$ cat config.mk
export PLATFORM = sky130hd
export DESIGN_NAME = code128_symbol_encoder
export DESIGN_NICKNAME = d
export VERILOG_FILES = /design/src/hw/rtl/c128_pkg.sv /design/src/hw/rtl/c128_front.sv /design/src/hw/rtl/c128_queue.sv /design/src/hw/rtl/c128_back.sv /design/src/hw/rtl/code128_symbol_encoder.sv
export SDC_FILE = /design/constraint.sdc
export NUM_CORES = 1
export LEC_CHECK = 0
export BUFFER_PORTS_ARGS = -buffer_cell sky130_fd_sc_hd__buf_2
export CAP_MARGIN = 30
export CORE_MARGIN = 2
export CORE_UTILIZATION = 40
export DETAILED_ROUTE_END_ITERATION = 8
export PLACE_DENSITY = 0.62
export RECOVER_POWER = 100
export SETUP_SLACK_MARGIN = 0.4
export SYNTH_ARGS = -nofsm -noshare
export SYNTH_HDL_FRONTEND = slang
export SYNTH_SLANG_ARGS = --single-unit
$ cat constraint.sdc
create_clock -name i_clk -period 19.7 [get_ports i_clk]
set_input_delay 3.94 -clock i_clk [delete_from_list [all_inputs] [get_ports i_clk]]
set_output_delay 3.94 -clock i_clk [all_outputs]
set_load 0.1 [all_outputs]
$ cat src/hw/rtl/c128_pkg.sv
`default_nettype none
// ----------------------------------------------------------------------------
// Code 128 encoder package
// Symbol codes, code set codes, the run descriptor shared by the front, the
// queue and the back, and the bar and space pattern table.
// ----------------------------------------------------------------------------
package c128_pkg;

    localparam int RUN_MAX     = 6;
    localparam int QUEUE_DEPTH = 2;

    localparam logic [6:0] SYM_START_A = 7'd103;
    localparam logic [6:0] SYM_START_B = 7'd104;
    localparam logic [6:0] SYM_START_C = 7'd105;
    localparam logic [6:0] SYM_CODE_A  = 7'd101;
    localparam logic [6:0] SYM_CODE_B  = 7'd100;
    localparam logic [6:0] SYM_CODE_C  = 7'd99;
    localparam logic [6:0] SYM_STOP    = 7'd106;
    localparam logic [6:0] CHECK_MOD   = 7'd103;

    localparam logic [1:0] SET_NONE = 2'd0;
    localparam logic [1:0] SET_A    = 2'd1;
    localparam logic [1:0] SET_B    = 2'd2;
    localparam logic [1:0] SET_C    = 2'd3;

    localparam logic [1:0] KIND_START = 2'd0;
    localparam logic [1:0] KIND_DATA  = 2'd1;
    localparam logic [1:0] KIND_CHECK = 2'd2;
    localparam logic [1:0] KIND_STOP  = 2'd3;

    // All symbols that one message byte settles, in emission order.
    typedef struct packed {
        logic [2:0]                 count;
        logic [RUN_MAX-1:0][1:0]    kinds;
        logic [RUN_MAX-1:0][6:0]    syms;
    } t_run;

    // One hex digit per element, first element in the top digit; a zero
    // digit marks an element that is not there.
    localparam logic [27:0] PATTERN_TAB [0:106] = '{
        28'h2122220, 28'h2221220, 28'h2222210, 28'h1212230,
        28'h1213220, 28'h1312220, 28'h1222130, 28'h1223120,
        28'h1322120, 28'h2212130, 28'h2213120, 28'h2312120,
        28'h1122320, 28'h1221320, 28'h1222310, 28'h1132220,
        28'h1231220, 28'h1232210, 28'h2232110, 28'h2211320,
        28'h2212310, 28'h2132120, 28'h2231120, 28'h3121310,
        28'h3112220, 28'h3211220, 28'h3212210, 28'h3122120,
        28'h3221120, 28'h3222110, 28'h2121230, 28'h2123210,
        28'h2321210, 28'h1113230, 28'h1311230, 28'h1313210,
        28'h1123130, 28'h1321130, 28'h1323110, 28'h2113130,
        28'h2311130, 28'h2313110, 28'h1121330, 28'h1123310,
        28'h1321310, 28'h1131230, 28'h1133210, 28'h1331210,
        28'h3131210, 28'h2113310, 28'h2311310, 28'h2131130,
        28'h2133110, 28'h2131310, 28'h3111230, 28'h3113210,
        28'h3311210, 28'h3121130, 28'h3123110, 28'h3321110,
        28'h3141110, 28'h2214110, 28'h4311110, 28'h1112240,
        28'h1114220, 28'h1211240, 28'h1214210, 28'h1411220,
        28'h1412210, 28'h1122140, 28'h1124120, 28'h1221140,
        28'h1224110, 28'h1421120, 28'h1422110, 28'h2412110,
        28'h2211140, 28'h4131110, 28'h2411120, 28'h1341110,
        28'h1112420, 28'h1211420, 28'h1212410, 28'h1142120,
        28'h1241120, 28'h1242110, 28'h4112120, 28'h4211120,
        28'h4212110, 28'h2121410, 28'h2141210, 28'h4121210,
        28'h1111430, 28'h1113410, 28'h1311410, 28'h1141130,
        28'h1143110, 28'h4111130, 28'h4113110, 28'h1131410,
        28'h1141310, 28'h3111410, 28'h4111310, 28'h2114120,
        28'h2112140, 28'h2112320, 28'h2331112
    };

    function automatic logic [20:0] f_widths(input logic [6:0] sym);
        logic [20:0] w;
        logic [27:0] p;
        w = '0;
        p = '0;
        if (sym <= SYM_STOP) begin
            p = PATTERN_TAB[sym];
        end
        for (int k = 0; k < 7; k++) begin
            w[3*k +: 3] = p[24-4*k +: 3];
        end
        return w;
    endfunction

endpackage
`default_nettype wire

$ cat src/hw/rtl/c128_front.sv
`default_nettype none
// ----------------------------------------------------------------------------
// Code 128 front end
// Accepts message bytes, tracks the code set and the held digit, and turns
// each byte into a run descriptor of the symbols it settles.
// ----------------------------------------------------------------------------
module c128_front (
    input  wire logic          i_clk,
    input  wire logic          i_rst_n,
    input  wire logic          i_valid,
    output logic               o_ready,
    input  wire logic [7:0]    i_char_code,
    input  wire logic          i_last_char,
    input  wire logic          i_full,
    output logic               o_push,
    output c128_pkg::t_run     o_run
);
    import c128_pkg::*;

    typedef struct packed {
        logic [1:0] cs;
        t_run       run;
    } t_build;

    logic [1:0] r_code_set, n_code_set;
    logic       r_digit_waiting, n_digit_waiting;
    logic [3:0] r_waiting_digit, n_waiting_digit;
    logic       accept;
    logic [6:0] ch7;
    logic       is_digit;
    t_build     b;

    function automatic t_build f_add(input t_build bi, input logic [1:0] kind,
                                     input logic [6:0] sym);
        t_build r;
        r = bi;
        if (bi.run.count < 3'(RUN_MAX)) begin
            r.run.kinds[bi.run.count] = kind;
            r.run.syms[bi.run.count]  = sym;
            r.run.count               = bi.run.count + 3'd1;
        end
        return r;
    endfunction

    function automatic t_build f_single(input t_build bi, input logic [6:0] ch);
        t_build r;
        logic   ctl;
        r   = bi;
        ctl = (ch < 7'd32);
        if (r.cs == SET_NONE) begin
            if (ctl) begin
                r    = f_add(r, KIND_START, SYM_START_A);
                r.cs = SET_A;
            end else begin
                r    = f_add(r, KIND_START, SYM_START_B);
                r.cs = SET_B;
            end
        end
        if (ctl && r.cs != SET_A) begin
            r    = f_add(r, KIND_DATA, SYM_CODE_A);
            r.cs = SET_A;
        end else if ((ch >= 7'd64 && r.cs != SET_B) || r.cs == SET_C) begin
            r    = f_add(r, KIND_DATA, SYM_CODE_B);
            r.cs = SET_B;
        end
        r = f_add(r, KIND_DATA, ctl ? ch + 7'd64 : ch - 7'd32);
        return r;
    endfunction

    function automatic t_build f_pair(input t_build bi, input logic [3:0] d1,
                                      input logic [3:0] d2);
        t_build r;
        r = bi;
        if (r.cs == SET_NONE) begin
            r    = f_add(r, KIND_START, SYM_START_C);
            r.cs = SET_C;
        end else if (r.cs != SET_C) begin
            r    = f_add(r, KIND_DATA, SYM_CODE_C);
            r.cs = SET_C;
        end
        r = f_add(r, KIND_DATA, {3'd0, d1} * 7'd10 + {3'd0, d2});
        return r;
    endfunction

    assign o_ready  = !i_full;
    assign accept   = i_valid && !i_full;
    assign ch7      = i_char_code[6:0];
    assign is_digit = (ch7 >= 7'd48) && (ch7 <= 7'd57);

    always_comb begin
        b.cs            = r_code_set;
        b.run           = '0;
        n_digit_waiting = r_digit_waiting;
        n_waiting_digit = r_waiting_digit;
        if (!i_char_code[7]) begin
            if (is_digit) begin
                if (r_digit_waiting) begin
                    b               = f_pair(b, r_waiting_digit, ch7[3:0]);
                    n_digit_waiting = 1'b0;
                end else if (i_last_char) begin
                    b = f_single(b, ch7);
                end else begin
                    n_digit_waiting = 1'b1;
                    n_waiting_digit = ch7[3:0];
                end
            end else begin
                if (r_digit_waiting) begin
                    b               = f_single(b, {3'b011, r_waiting_digit});
                    n_digit_waiting = 1'b0;
                end
                b = f_single(b, ch7);
            end
        end
        n_code_set = b.cs;
        if (i_last_char) begin
            if (n_digit_waiting) begin
                b = f_single(b, {3'b011, n_waiting_digit});
            end
            b               = f_add(b, KIND_CHECK, 7'd0);
            b               = f_add(b, KIND_STOP, SYM_STOP);
            n_code_set      = SET_NONE;
            n_digit_waiting = 1'b0;
            n_waiting_digit = 4'd0;
        end
    end

    assign o_push = accept && (b.run.count != 3'd0);
    assign o_run  = b.run;

    always_ff @(posedge i_clk) begin
        if (!i_rst_n) begin
            r_code_set      <= SET_NONE;
            r_digit_waiting <= 1'b0;
            r_waiting_digit <= 4'd0;
        end else if (accept) begin
            r_code_set      <= n_code_set;
            r_digit_waiting <= n_digit_waiting;
            r_waiting_digit <= n_waiting_digit;
        end
    end

endmodule
`default_nettype wire

$ cat src/hw/rtl/c128_queue.sv
`default_nettype none
// ----------------------------------------------------------------------------
// Code 128 run queue
// A short queue of run descriptors between the front and the back.
// ----------------------------------------------------------------------------
module c128_queue (
    input  wire logic          i_clk,
    input  wire logic          i_rst_n,
    input  wire logic          i_push,
    input  c128_pkg::t_run     i_data,
    output logic               o_full,
    output logic               o_valid,
    output c128_pkg::t_run     o_data,
    input  wire logic          i_pop
);
    import c128_pkg::*;

    localparam int PTR_W = (QUEUE_DEPTH > 1) ? $clog2(QUEUE_DEPTH) : 1;
    localparam int CNT_W = $clog2(QUEUE_DEPTH + 1);

    t_run               r_mem [QUEUE_DEPTH];
    logic [PTR_W-1:0]   r_wr_ptr;
    logic [PTR_W-1:0]   r_rd_ptr;
    logic [CNT_W-1:0]   r_count;
    logic               do_push;
    logic               do_pop;

    assign o_full  = (r_count == CNT_W'(QUEUE_DEPTH));
    assign o_valid = (r_count != '0);
    assign o_data  = r_mem[r_rd_ptr];
    assign do_push = i_push && !o_full;
    assign do_pop  = i_pop && o_valid;

    function automatic logic [PTR_W-1:0] f_next(input logic [PTR_W-1:0] p);
        return (p == PTR_W'(QUEUE_DEPTH - 1)) ? '0 : p + PTR_W'(1);
    endfunction

    always_ff @(posedge i_clk) begin
        if (do_push) begin
            r_mem[r_wr_ptr] <= i_data;
        end
    end

    always_ff @(posedge i_clk) begin
        if (!i_rst_n) begin
            r_wr_ptr <= '0;
            r_rd_ptr <= '0;
            r_count  <= '0;
        end else begin
            if (do_push) begin
                r_wr_ptr <= f_next(r_wr_ptr);
            end
            if (do_pop) begin
                r_rd_ptr <= f_next(r_rd_ptr);
            end
            if (do_push && !do_pop) begin
                r_count <= r_count + CNT_W'(1);
            end else if (do_pop && !do_push) begin
                r_count <= r_count - CNT_W'(1);
            end
        end
    end

endmodule
`default_nettype wire

$ cat src/hw/rtl/c128_back.sv
`default_nettype none
// ----------------------------------------------------------------------------
// Code 128 back end
// Steps through each run one symbol a cycle unless stalled, keeps the weighted
// modulo-103 checksum in a three-stage pipeline and drives the result register.
// ----------------------------------------------------------------------------
module c128_back (
    input  wire logic          i_clk,
    input  wire logic          i_rst_n,
    input  wire logic          i_valid,
    input  c128_pkg::t_run     i_run,
    output logic               o_pop,
    output logic               o_valid,
    input  wire logic          i_ready,
    output logic [6:0]         o_symbol_value,
    output logic [20:0]        o_bar_widths,
    output logic [2:0]         o_element_count,
    output logic               o_end_of_message,
    output logic               o_last_in_run
);
    import c128_pkg::*;

    logic [2:0]     r_idx;
    logic           r_out_valid;
    logic [6:0]     r_acc;
    logic [6:0]     r_w;
    logic           r_v1, r_v2, r_v3;
    logic [13:0]    r_p, r_p2;
    logic [7:0]     r_q;
    logic [6:0]     r_r;

    logic [1:0]     kind;
    logic [6:0]     sym;
    logic [6:0]     value;
    logic           busy;
    logic           issue;
    logic           last;
    logic [23:0]    recip;
    logic [14:0]    rem;
    logic [7:0]     sum;

    assign kind  = i_run.kinds[r_idx];
    assign sym   = i_run.syms[r_idx];
    assign busy  = r_v1 || r_v2 || r_v3;
    assign issue = i_valid && (!r_out_valid || i_ready) && !(kind == KIND_CHECK && busy);
    assign last  = (r_idx == i_run.count - 3'd1);
    assign value = (kind == KIND_CHECK) ? r_acc : sym;
    assign o_pop = issue && last;

    // Reciprocal of 103 scaled by 2^16, rounded down: the quotient is exact or
    // one low, so the remainder needs a single correction.
    assign recip = 24'(r_p) * 24'd636;
    assign rem   = 15'(r_p2) - 15'(r_q) * 15'(CHECK_MOD);
    assign sum   = {1'b0, r_acc} + {1'b0, r_r};

    always_ff @(posedge i_clk) begin
        if (issue) begin
            o_symbol_value   <= value;
            o_bar_widths     <= f_widths(value);
            o_element_count  <= (value == SYM_STOP) ? 3'd7 : 3'd6;
            o_end_of_message <= (kind == KIND_STOP);
            o_last_in_run    <= last;
        end
        r_p  <= 14'(sym) * 14'(r_w);
        r_p2 <= r_p;
        r_q  <= recip[23:16];
        r_r  <= (rem >= 15'(CHECK_MOD)) ? 7'(rem - 15'(CHECK_MOD)) : 7'(rem);
    end

    always_ff @(posedge i_clk) begin
        if (!i_rst_n) begin
            r_idx       <= 3'd0;
            r_out_valid <= 1'b0;
            r_acc       <= 7'd0;
            r_w         <= 7'd0;
            r_v1        <= 1'b0;
            r_v2        <= 1'b0;
            r_v3        <= 1'b0;
        end else begin
            if (issue) begin
                r_out_valid <= 1'b1;
                r_idx       <= last ? 3'd0 : r_idx + 3'd1;
            end else if (i_ready) begin
                r_out_valid <= 1'b0;
            end
            r_v1 <= issue && (kind == KIND_DATA);
            r_v2 <= r_v1;
            r_v3 <= r_v2;
            if (issue && kind == KIND_START) begin
                r_acc <= sym - CHECK_MOD;
                r_w   <= 7'd1;
            end else if (issue && kind == KIND_STOP) begin
                r_acc <= 7'd0;
                r_w   <= 7'd0;
            end else begin
                if (issue && kind == KIND_DATA) begin
                    r_w <= (r_w == CHECK_MOD - 7'd1) ? 7'd0 : r_w + 7'd1;
                end
                if (r_v3) begin
                    r_acc <= (sum >= {1'b0, CHECK_MOD}) ? 7'(sum - {1'b0, CHECK_MOD})
                                                        : 7'(sum);
                end
            end
        end
    end

    assign o_valid = r_out_valid;

endmodule
`default_nettype wire

$ cat src/hw/rtl/code128_symbol_encoder.sv
`default_nettype none
// ----------------------------------------------------------------------------
// Code 128 symbol encoder
// Turns a stream of message bytes into Code 128 symbols with automatic code
// set selection, digit pairing, checksum and stop, one symbol per result.
// ----------------------------------------------------------------------------
//
//  Channel  | Handshake          | Payload
//  ---------+--------------------+---------------------------------------------
//  input    | i_valid / o_ready  | i_char_code, i_last_char
//  output   | o_valid / i_ready  | o_symbol_value, o_bar_widths,
//           |                    | o_element_count, o_end_of_message,
//           |                    | o_last_in_run
//
// A byte that settles n symbols (0 to 6) occupies the back end for its n
// symbols; the check symbol may wait while the checksum pipeline drains. The
// front end takes a byte every cycle while the two-entry run queue has room,
// so a byte is accepted while earlier results are still being sent. Reset is
// synchronous and active low; it clears the code set, the held digit, the
// checksum and the queue, with no clearing pass. A stall on the output holds
// the result register and, once the queue fills, lowers o_ready.
//
// The front end decides the whole symbol sequence of a byte combinationally,
// since the code set and the held digit depend only on the bytes. Only the
// checksum depends on the symbols sent, and it is kept in the back end.
module code128_symbol_encoder (
    input  wire logic          i_clk,
    input  wire logic          i_rst_n,
    input  wire logic          i_valid,
    output logic               o_ready,
    input  wire logic [7:0]    i_char_code,
    input  wire logic          i_last_char,
    output logic               o_valid,
    input  wire logic          i_ready,
    output logic [6:0]         o_symbol_value,
    output logic [20:0]        o_bar_widths,
    output logic [2:0]         o_element_count,
    output logic               o_end_of_message,
    output logic               o_last_in_run
);
    import c128_pkg::*;

    // Run descriptors from the front end and the head of the queue.
    t_run   push_run;
    t_run   head_run;
    logic   push;
    logic   full;
    logic   head_valid;
    logic   pop;

    c128_front u_front (
        .i_clk       (i_clk),
        .i_rst_n     (i_rst_n),
        .i_valid     (i_valid),
        .o_ready     (o_ready),
        .i_char_code (i_char_code),
        .i_last_char (i_last_char),
        .i_full      (full),
        .o_push      (push),
        .o_run       (push_run)
    );

    // The queue lets the front end keep taking bytes while the back end is
    // still sending the symbols of an earlier byte or is stalled.
    c128_queue u_queue (
        .i_clk   (i_clk),
        .i_rst_n (i_rst_n),
        .i_push  (push),
        .i_data  (push_run),
        .o_full  (full),
        .o_valid (head_valid),
        .o_data  (head_run),
        .i_pop   (pop)
    );

    // The back end sends one symbol per cycle unless stalled and retires a
    // descriptor with its last symbol, which carries o_last_in_run.
    c128_back u_back (
        .i_clk            (i_clk),
        .i_rst_n          (i_rst_n),
        .i_valid          (head_valid),
        .i_run            (head_run),
        .o_pop            (pop),
        .o_valid          (o_valid),
        .i_ready          (i_ready),
        .o_symbol_value   (o_symbol_value),
        .o_bar_widths     (o_bar_widths),
        .o_element_count  (o_element_count),
        .o_end_of_message (o_end_of_message),
        .o_last_in_run    (o_last_in_run)
    );

endmodule
`default_nettype wire
# ---- Yosys cells after proc, flatten, opt, wreduce, memory -nomap -nowiden
# Memory sizes are Yosys's and may differ from the RTL's. A register that Yosys moved wholly into a read port is not among the register bits.
# Cells that the tools add are included.
dict set report word_totals {
  elab_cells 404
  register_bits 87
  in_bits 13
  ramBits 114
  memories 2
  out_inout_bits 35
  rom_bits 3584
}
# memory depth width read_ports rd_ports_with_merged_regs write_ports line
set mem_list {}
lappend mem_list {{(name not given)} 128 28 1 1 0 c128_pkg.sv:76} ;# p = PATTERN_TAB[sym];
lappend mem_list {u_queue.r_mem 2 57 1 1 1 c128_queue.sv:21} ;# t_run r_mem [QUEUE_DEPTH];
dict set report op_classes {
  n_mux 161
  n_eq_ne 16
  addsub 30
  reduce_logical 53
  n_bitwise 69
  magnitude_cmp 47
  multipliers 4
}
# cell count
set op_table {}
lappend op_table {{59-bit 2-to-1 mux} 43}
lappend op_table {{57-bit 2-to-1 mux} 23}
lappend op_table {{7-bit demux with 3-bit select} 13}
lappend op_table {{42-bit bitwise mux} 5}
lappend op_table {{7-bit 2-to-1 mux} 22}
lappend op_table {{24-bit bitwise AND} 6}
lappend op_table {{24-bit inverter} 6}
lappend op_table {{18-bit bitwise OR} 6}
lappend op_table {{2-bit demux with 3-bit select} 13}
lappend op_table {{24-bit bitwise OR} 3}
lappend op_table {{6-bit bitwise AND} 10}
lappend op_table {{6-bit inverter} 10}
lappend op_table {{6-bit bitwise OR} 10}
lappend op_table {{3-bit by 4-bit less-than comparator with 1-bit output (second input constant)} 14}
lappend op_table {{18-bit bitwise AND} 3}
lappend op_table {{18-bit inverter} 3}
lappend op_table {{3-bit by 1-bit adder with 3-bit output (second input constant)} 14}
lappend op_table {{42-bit bitwise AND} 1}
lappend op_table {{42-bit inverter} 1}
lappend op_table {{3-bit by 1-bit greater-or-equal comparator with 1-bit output (second input constant)} 13}
lappend op_table {{3-bit less-than comparator (second input constant)} 13}
lappend op_table {{12-bit bitwise AND} 3}
lappend op_table {{12-bit inverter} 3}
lappend op_table {{2-bit 2-to-1 mux} 17}
lappend op_table {{45 further kinds} 125}

# ---- Longest topological paths before layout
dict set report depth {
  word_depth 109
  depth_mapped 37
}

# ---- By module
# Synthesis repeated with hierarchy kept, for this count alone.
dict set report unflattened {
  cells_unflattened 2123
  hier_area_um2 19940.4
}
# module seq_area_each_um2 area_each_um2 n_inst cells_per_inst
set by_module_without_submodules {}
lappend by_module_without_submodules {c128_back 2152.1 11644.9 1 1334}
lappend by_module_without_submodules {c128_queue 3523.4 4352.9 1 202}
lappend by_module_without_submodules {c128_front 140.1 3942.5 1 587}

# ---- Least setup slack after synthesis
# OpenSTA, ideal clock, no wires.
dict set report synth_path {
  kind {input to register}
  start {in i_char_code[6]}
  end {mem u_queue.r_mem[0][0] (netlist bit), enable pin}
  slack_ns 7.689
  setup_ns 0.472
  required_time_ns 19.228
  n_path_buf 3
  t_arrival_ns 11.539
  path_stages 28
  cell_sequence {buf_6 -> inv_1 -> ha_1 -> o22ai_1 -> mux2i_4 -> mux2_2 -> inv_1 -> ha_1 -> a311o_1 -> o221a_1 -> buf_6 -> ha_1 -> a22o_1 -> ha_1 -> mux2i_1 -> a22o_2 -> inv_2 -> ha_1 -> a21o_1 -> a31oi_4 -> inv_2 -> ha_1 -> clkbuf_1 -> nand2_1 -> xnor2_1 -> a21oi_1 -> o31ai_4 -> nor2_1}
}
# item line
set synth_lines {}
lappend synth_lines {{from (decl)} code128_symbol_encoder.sv:31} ;# input wire logic [7:0] i_char_code,
lappend synth_lines {{to (decl)} c128_queue.sv:21}

# ---- Worst setup path after layout
dict set report layout_path {
  start {in i_char_code[6]}
  end {mem u_queue.r_mem[0][7] (netlist bit), enable pin}
}
dict set report layout_via {
  elab_chain_cells 47
}
# item line
set layout_rtl {}
lappend layout_rtl {{7-bit by 6-bit less-than comparator with 1-bit output} c128_front.sv:49} ;# ctl = (ch < 7'd32);
lappend layout_rtl {{59-bit 2-to-1 mux} c128_front.sv:51} ;# if (ctl) begin
lappend layout_rtl {{59-bit 2-to-1 mux} c128_front.sv:50} ;# if (r.cs == SET_NONE) begin
lappend layout_rtl {{59-bit 2-to-1 mux} c128_front.sv:100} ;# end else if (i_last_char) begin
lappend layout_rtl {{59-bit 2-to-1 mux} c128_front.sv:97} ;# if (r_digit_waiting) begin
lappend layout_rtl {{59-bit 2-to-1 mux} c128_front.sv:96} ;# if (is_digit) begin
lappend layout_rtl {{59-bit 2-to-1 mux} c128_front.sv:95} ;# if (!i_char_code[7]) begin
lappend layout_rtl {{2-bit inequality test} c128_front.sv:62} ;# end else if ((ch >= 7'd64 && r.cs != SET_B) || r.cs == SET_C) begin
lappend layout_rtl {{[... 31 more ...]} --}
lappend layout_rtl {{3-bit by 1-bit adder with 3-bit output / 3-bit less-than comparator (equally long branches)} {c128_front.sv:40, c128_front.sv:37}}
lappend layout_rtl {{57-bit 2-to-1 mux} c128_front.sv:37} ;# if (bi.run.count < 3'(RUN_MAX)) begin
lappend layout_rtl {{57-bit 2-to-1 mux *} c128_front.sv:115} ;# if (i_last_char) begin
lappend layout_rtl {{3-bit nonzero test *} c128_front.sv:127} ;# assign o_push = accept && (b.run.count != 3'd0);
lappend layout_rtl {{1-bit logical AND *} c128_front.sv:127}
lappend layout_rtl {{1-bit logical AND *} c128_queue.sv:31} ;# assign do_push = i_push && !o_full;
lappend layout_rtl {{1-bit 2-to-1 mux *} c128_queue.sv:39} ;# if (do_push) begin
lappend layout_rtl {{1-bit 2-to-1 mux (implied by the code) *} c128_queue.sv:40} ;# r_mem[r_wr_ptr] <= i_data;
# Every way passes the cells marked *; elsewhere a longest branch is shown, timed or not. The select of a mux whose other input is x is not followed.

==> out/metrics.cfg <==
[layout]
finalNonFillerCells=2614
diodes=0
fillers=4480
final_nets=2260
drive_gt1_frac=0.0688
area_growth_pct=8.06
seqCellArea_um2=5820
multi_input_area_um2=11500

[pwr]
power_density_nw_per_um2=159
total_power_mw=3.20
p_leak_nw=8.34
ir_worst_vdd_uv=155

[clocking]
cts_setup_buffers=0
cts_hold_buf=0
ctsRootBufferMaster=clkbuf_16
cts_inserted_buffers=27
clk_latency_ns=0.56
cts_num_sinks=219
cts_buffer_depth=3
clk_pin_slew_ns=0.06
cts_tree=yes
cts_resized=0
cts_max_level=1

[route]
routedWlPerCell_um=19.0
viasPerCell=5.71
vias=14900
drc=0
drt_iter0_drc=1487
routed_wl_mm=49.6
first_pass_iters=6
final_antenna_net_count=0

[critical_path]
start_kind=primary input
cpPeakStageDelay_ns=2.18
cp_max_fo=52
reg2reg_slack_ns=8.39
crit_top_cell=ha_1
crit_required_ns=19.79
end_kind=flip-flop
cpMaxStageDelayCell=clkbuf_1
worst_ep_arrival_time_ns=14.66
path_delay_family=buffers and inverters
critPathBufInv=7
worstSetupPathType=in2reg

[global_route]
grt_usage=0.206
grt_pass1_vias=14500
grt_overflow=0
antenna_found_initial=0
grt_first_pass_wirelength_mm=79.7
grt_max_degree=54

[synth]
yosys_warnings=0
synthMostInstantiatedCell=inv_1
synth_area_leaders=edfxtp_1, ha_1, fa_1
postSynthCellCount=1989
ys_async_sr_fraction=0
syn-cell-area_um2=18600
synthTopCellsByCount=inv_1, nand2_1, ha_1, nor2_1, edfxtp_1
synth-main-ff-cell=edfxtp_1
post-synth-top-area-fraction=0.230
yosysTopAreaCell=edfxtp_1
synth_edf_count=143
syn_area_per_cell_um2=9.38
synth_seq_cells=219
yosysUniqueCellTypes=95
synth-seq-area-share=0.312

[timing]
timing.final.crit_share=0.739
setup_violations=0
tightestPinTransition_ns=3.03
hold_viol_final=0
min_period_ns=14.57
finalSetupTns_ns=0
fin_skew_ns=0.0180
fin_ws_ns=5.13
slew_headroom=-1.02
slew_violations=254
rsz0062_at_grt=false
max_clock_freq_mhz=68.6

[placed_design]
post-place-ws_ns=8.21
dp_cells=2563
portBuffers=43
dp.final_hpwl_mm=36.2
gp_congestion=0.960

[floorplanning]
die_w_um=220
die-area_um2=48400
die_h_um=220
core_um2=46300
pin_count=48
initial_utilization=0.403
row_count=79

[outcome]
violations=max-capacitance violations, max-slew violations
outcome=finished, violations left

[hold_path]
hold_path.class=reg2reg

[flow_run]
cap_violations=6

[worst reg2reg max path, cell delays in order, from the launching register on]
cell      delay [ns]
dfxtp_1         0.66
inv_1           0.23
ha_1            0.56
a21oi_1         0.28
inv_1           0.09
ha_1            0.33
a21oi_1         0.41
inv_1           0.12
ha_1            0.30
a311o_1         0.27
o221a_1         0.40
ha_1            0.36
a22o_1          0.21
ha_1            0.27
mux2i_1         0.14
a22o_1          0.31
inv_1           0.18
ha_1            0.31
a21o_1          0.16
a31oi_1         0.76
inv_1           0.37
ha_1            0.48
nand2b_1        0.24
o211ai_1        0.35
o311a_1         0.23
o31ai_1         0.15
nor2_1          0.46
clkbuf_1        2.18
[cell families (layout without fill, tap and decap cells)]
group / Yosys count / in the layout / synth area share
multiplexers: 66 / 66 / 0.0553
XOR/XNOR: 68 / 68 / 0.0319
flip-flops: 219 / 219 / 0.312
other: 2 / 4 / 0.000403
buffers and inverters: 323 / 339 / 0.0692
AO/OA/AOI/OAI: 503 / 503 / 0.180
AND/OR/NAND/NOR: 547 / 547 / 0.137
adder cells (fa/ha/maj): 261 / 261 / 0.215
[registers in the layout (all words and copies together) (netlist names), 2 cells and up, named ones only]
register / flops
u_queue.r_mem: 114
u_back.o_bar_widths: 19
u_back.r_p2: 14
u_back.r_p: 14
u_back.r_q: 8
u_back.o_symbol_value: 7
u_back.r_acc: 7
u_back.r_r: 7
u_back.r_w: 7
u_front.r_waiting_digit: 4
u_back.r_idx: 3
u_front.r_code_set: 2
u_queue.r_count: 2
[per-stage QoR]
step / cell area, µm² / util / hold WS [ns]
floorplan: 18700 / - / 0.409
global placement: 19400 / 0.420 / 0.440
detailed placement: 19400 / 0.420 / 0.452
CTS: 20300 / 0.439 / 0.470
global route: 20200 / 0.436 / 0.486
finish: 20200 / 0.436 / 0.458
[layout by cell type, fill, tap and decap left out, drive strengths merged, types with 9 or more instances in the layout]
cell type / n
dfxtp: 76
a211oi: 20
nand2b: 23
xnor2: 48
inv: 212
a21oi: 143
a221oi: 10
a21o: 16
o21ai: 118
nand3: 41
clkbuf: 86
xor2: 20
nor2: 149
o211ai: 17
nor2b: 19
ha: 163
clkinv: 14
o31ai: 9
nand2: 184
o21a: 15
buf: 25
a22oi: 14
nor3: 44
mux2i: 32
edfxtp: 143
mux4: 27
o21bai: 11
a31oi: 22
and2: 40
fa: 98
o22ai: 14
[layout make-up]
| cell class | instances | share of cell area |
|---|---|---|
| clock buffers | 38 | 0.0381 |
| multi-input cells | 1449 | 0.573 |
| inverters | 216 | 0.0402 |
| well taps | 607 | 0.0377 |
| clock inverters | 12 | 0.00571 |
| flip-flops and latches | 219 | 0.289 |
| repair buffers | 73 | 0.0170 |
[final timing paths]
path,start,to,cells after the start
worst min-delay path,u_back.r_v1,u_back.r_v2,1
worst max-delay path,i_char_code[6],u_queue.r_mem[0][7],27
worst min register to register,u_back.r_v1,u_back.r_v2,1
worst max register to register,u_front.r_code_set[1],u_queue.r_mem[0][7],27
[per-layer routing]
metal	GRT usage	part of all wire	vias up
met5	0	0	-
met4	0.0499	0.024	0
met3	0.0272	0.062	82
met2	0.350	0.48	568
met1	0.277	0.44	7247
li1	-	-	7024
[power breakdown]
group	switching [mW]	leakage (nW)	total (mW)	internal [mW]
Clock	0.199	0.435	0.486	0.287
Sequential	0.0650	1.98	0.721	0.656
Combinational	1.38	5.93	2.00	0.613
Note: power is estimated with default switching activity, not from simulation.
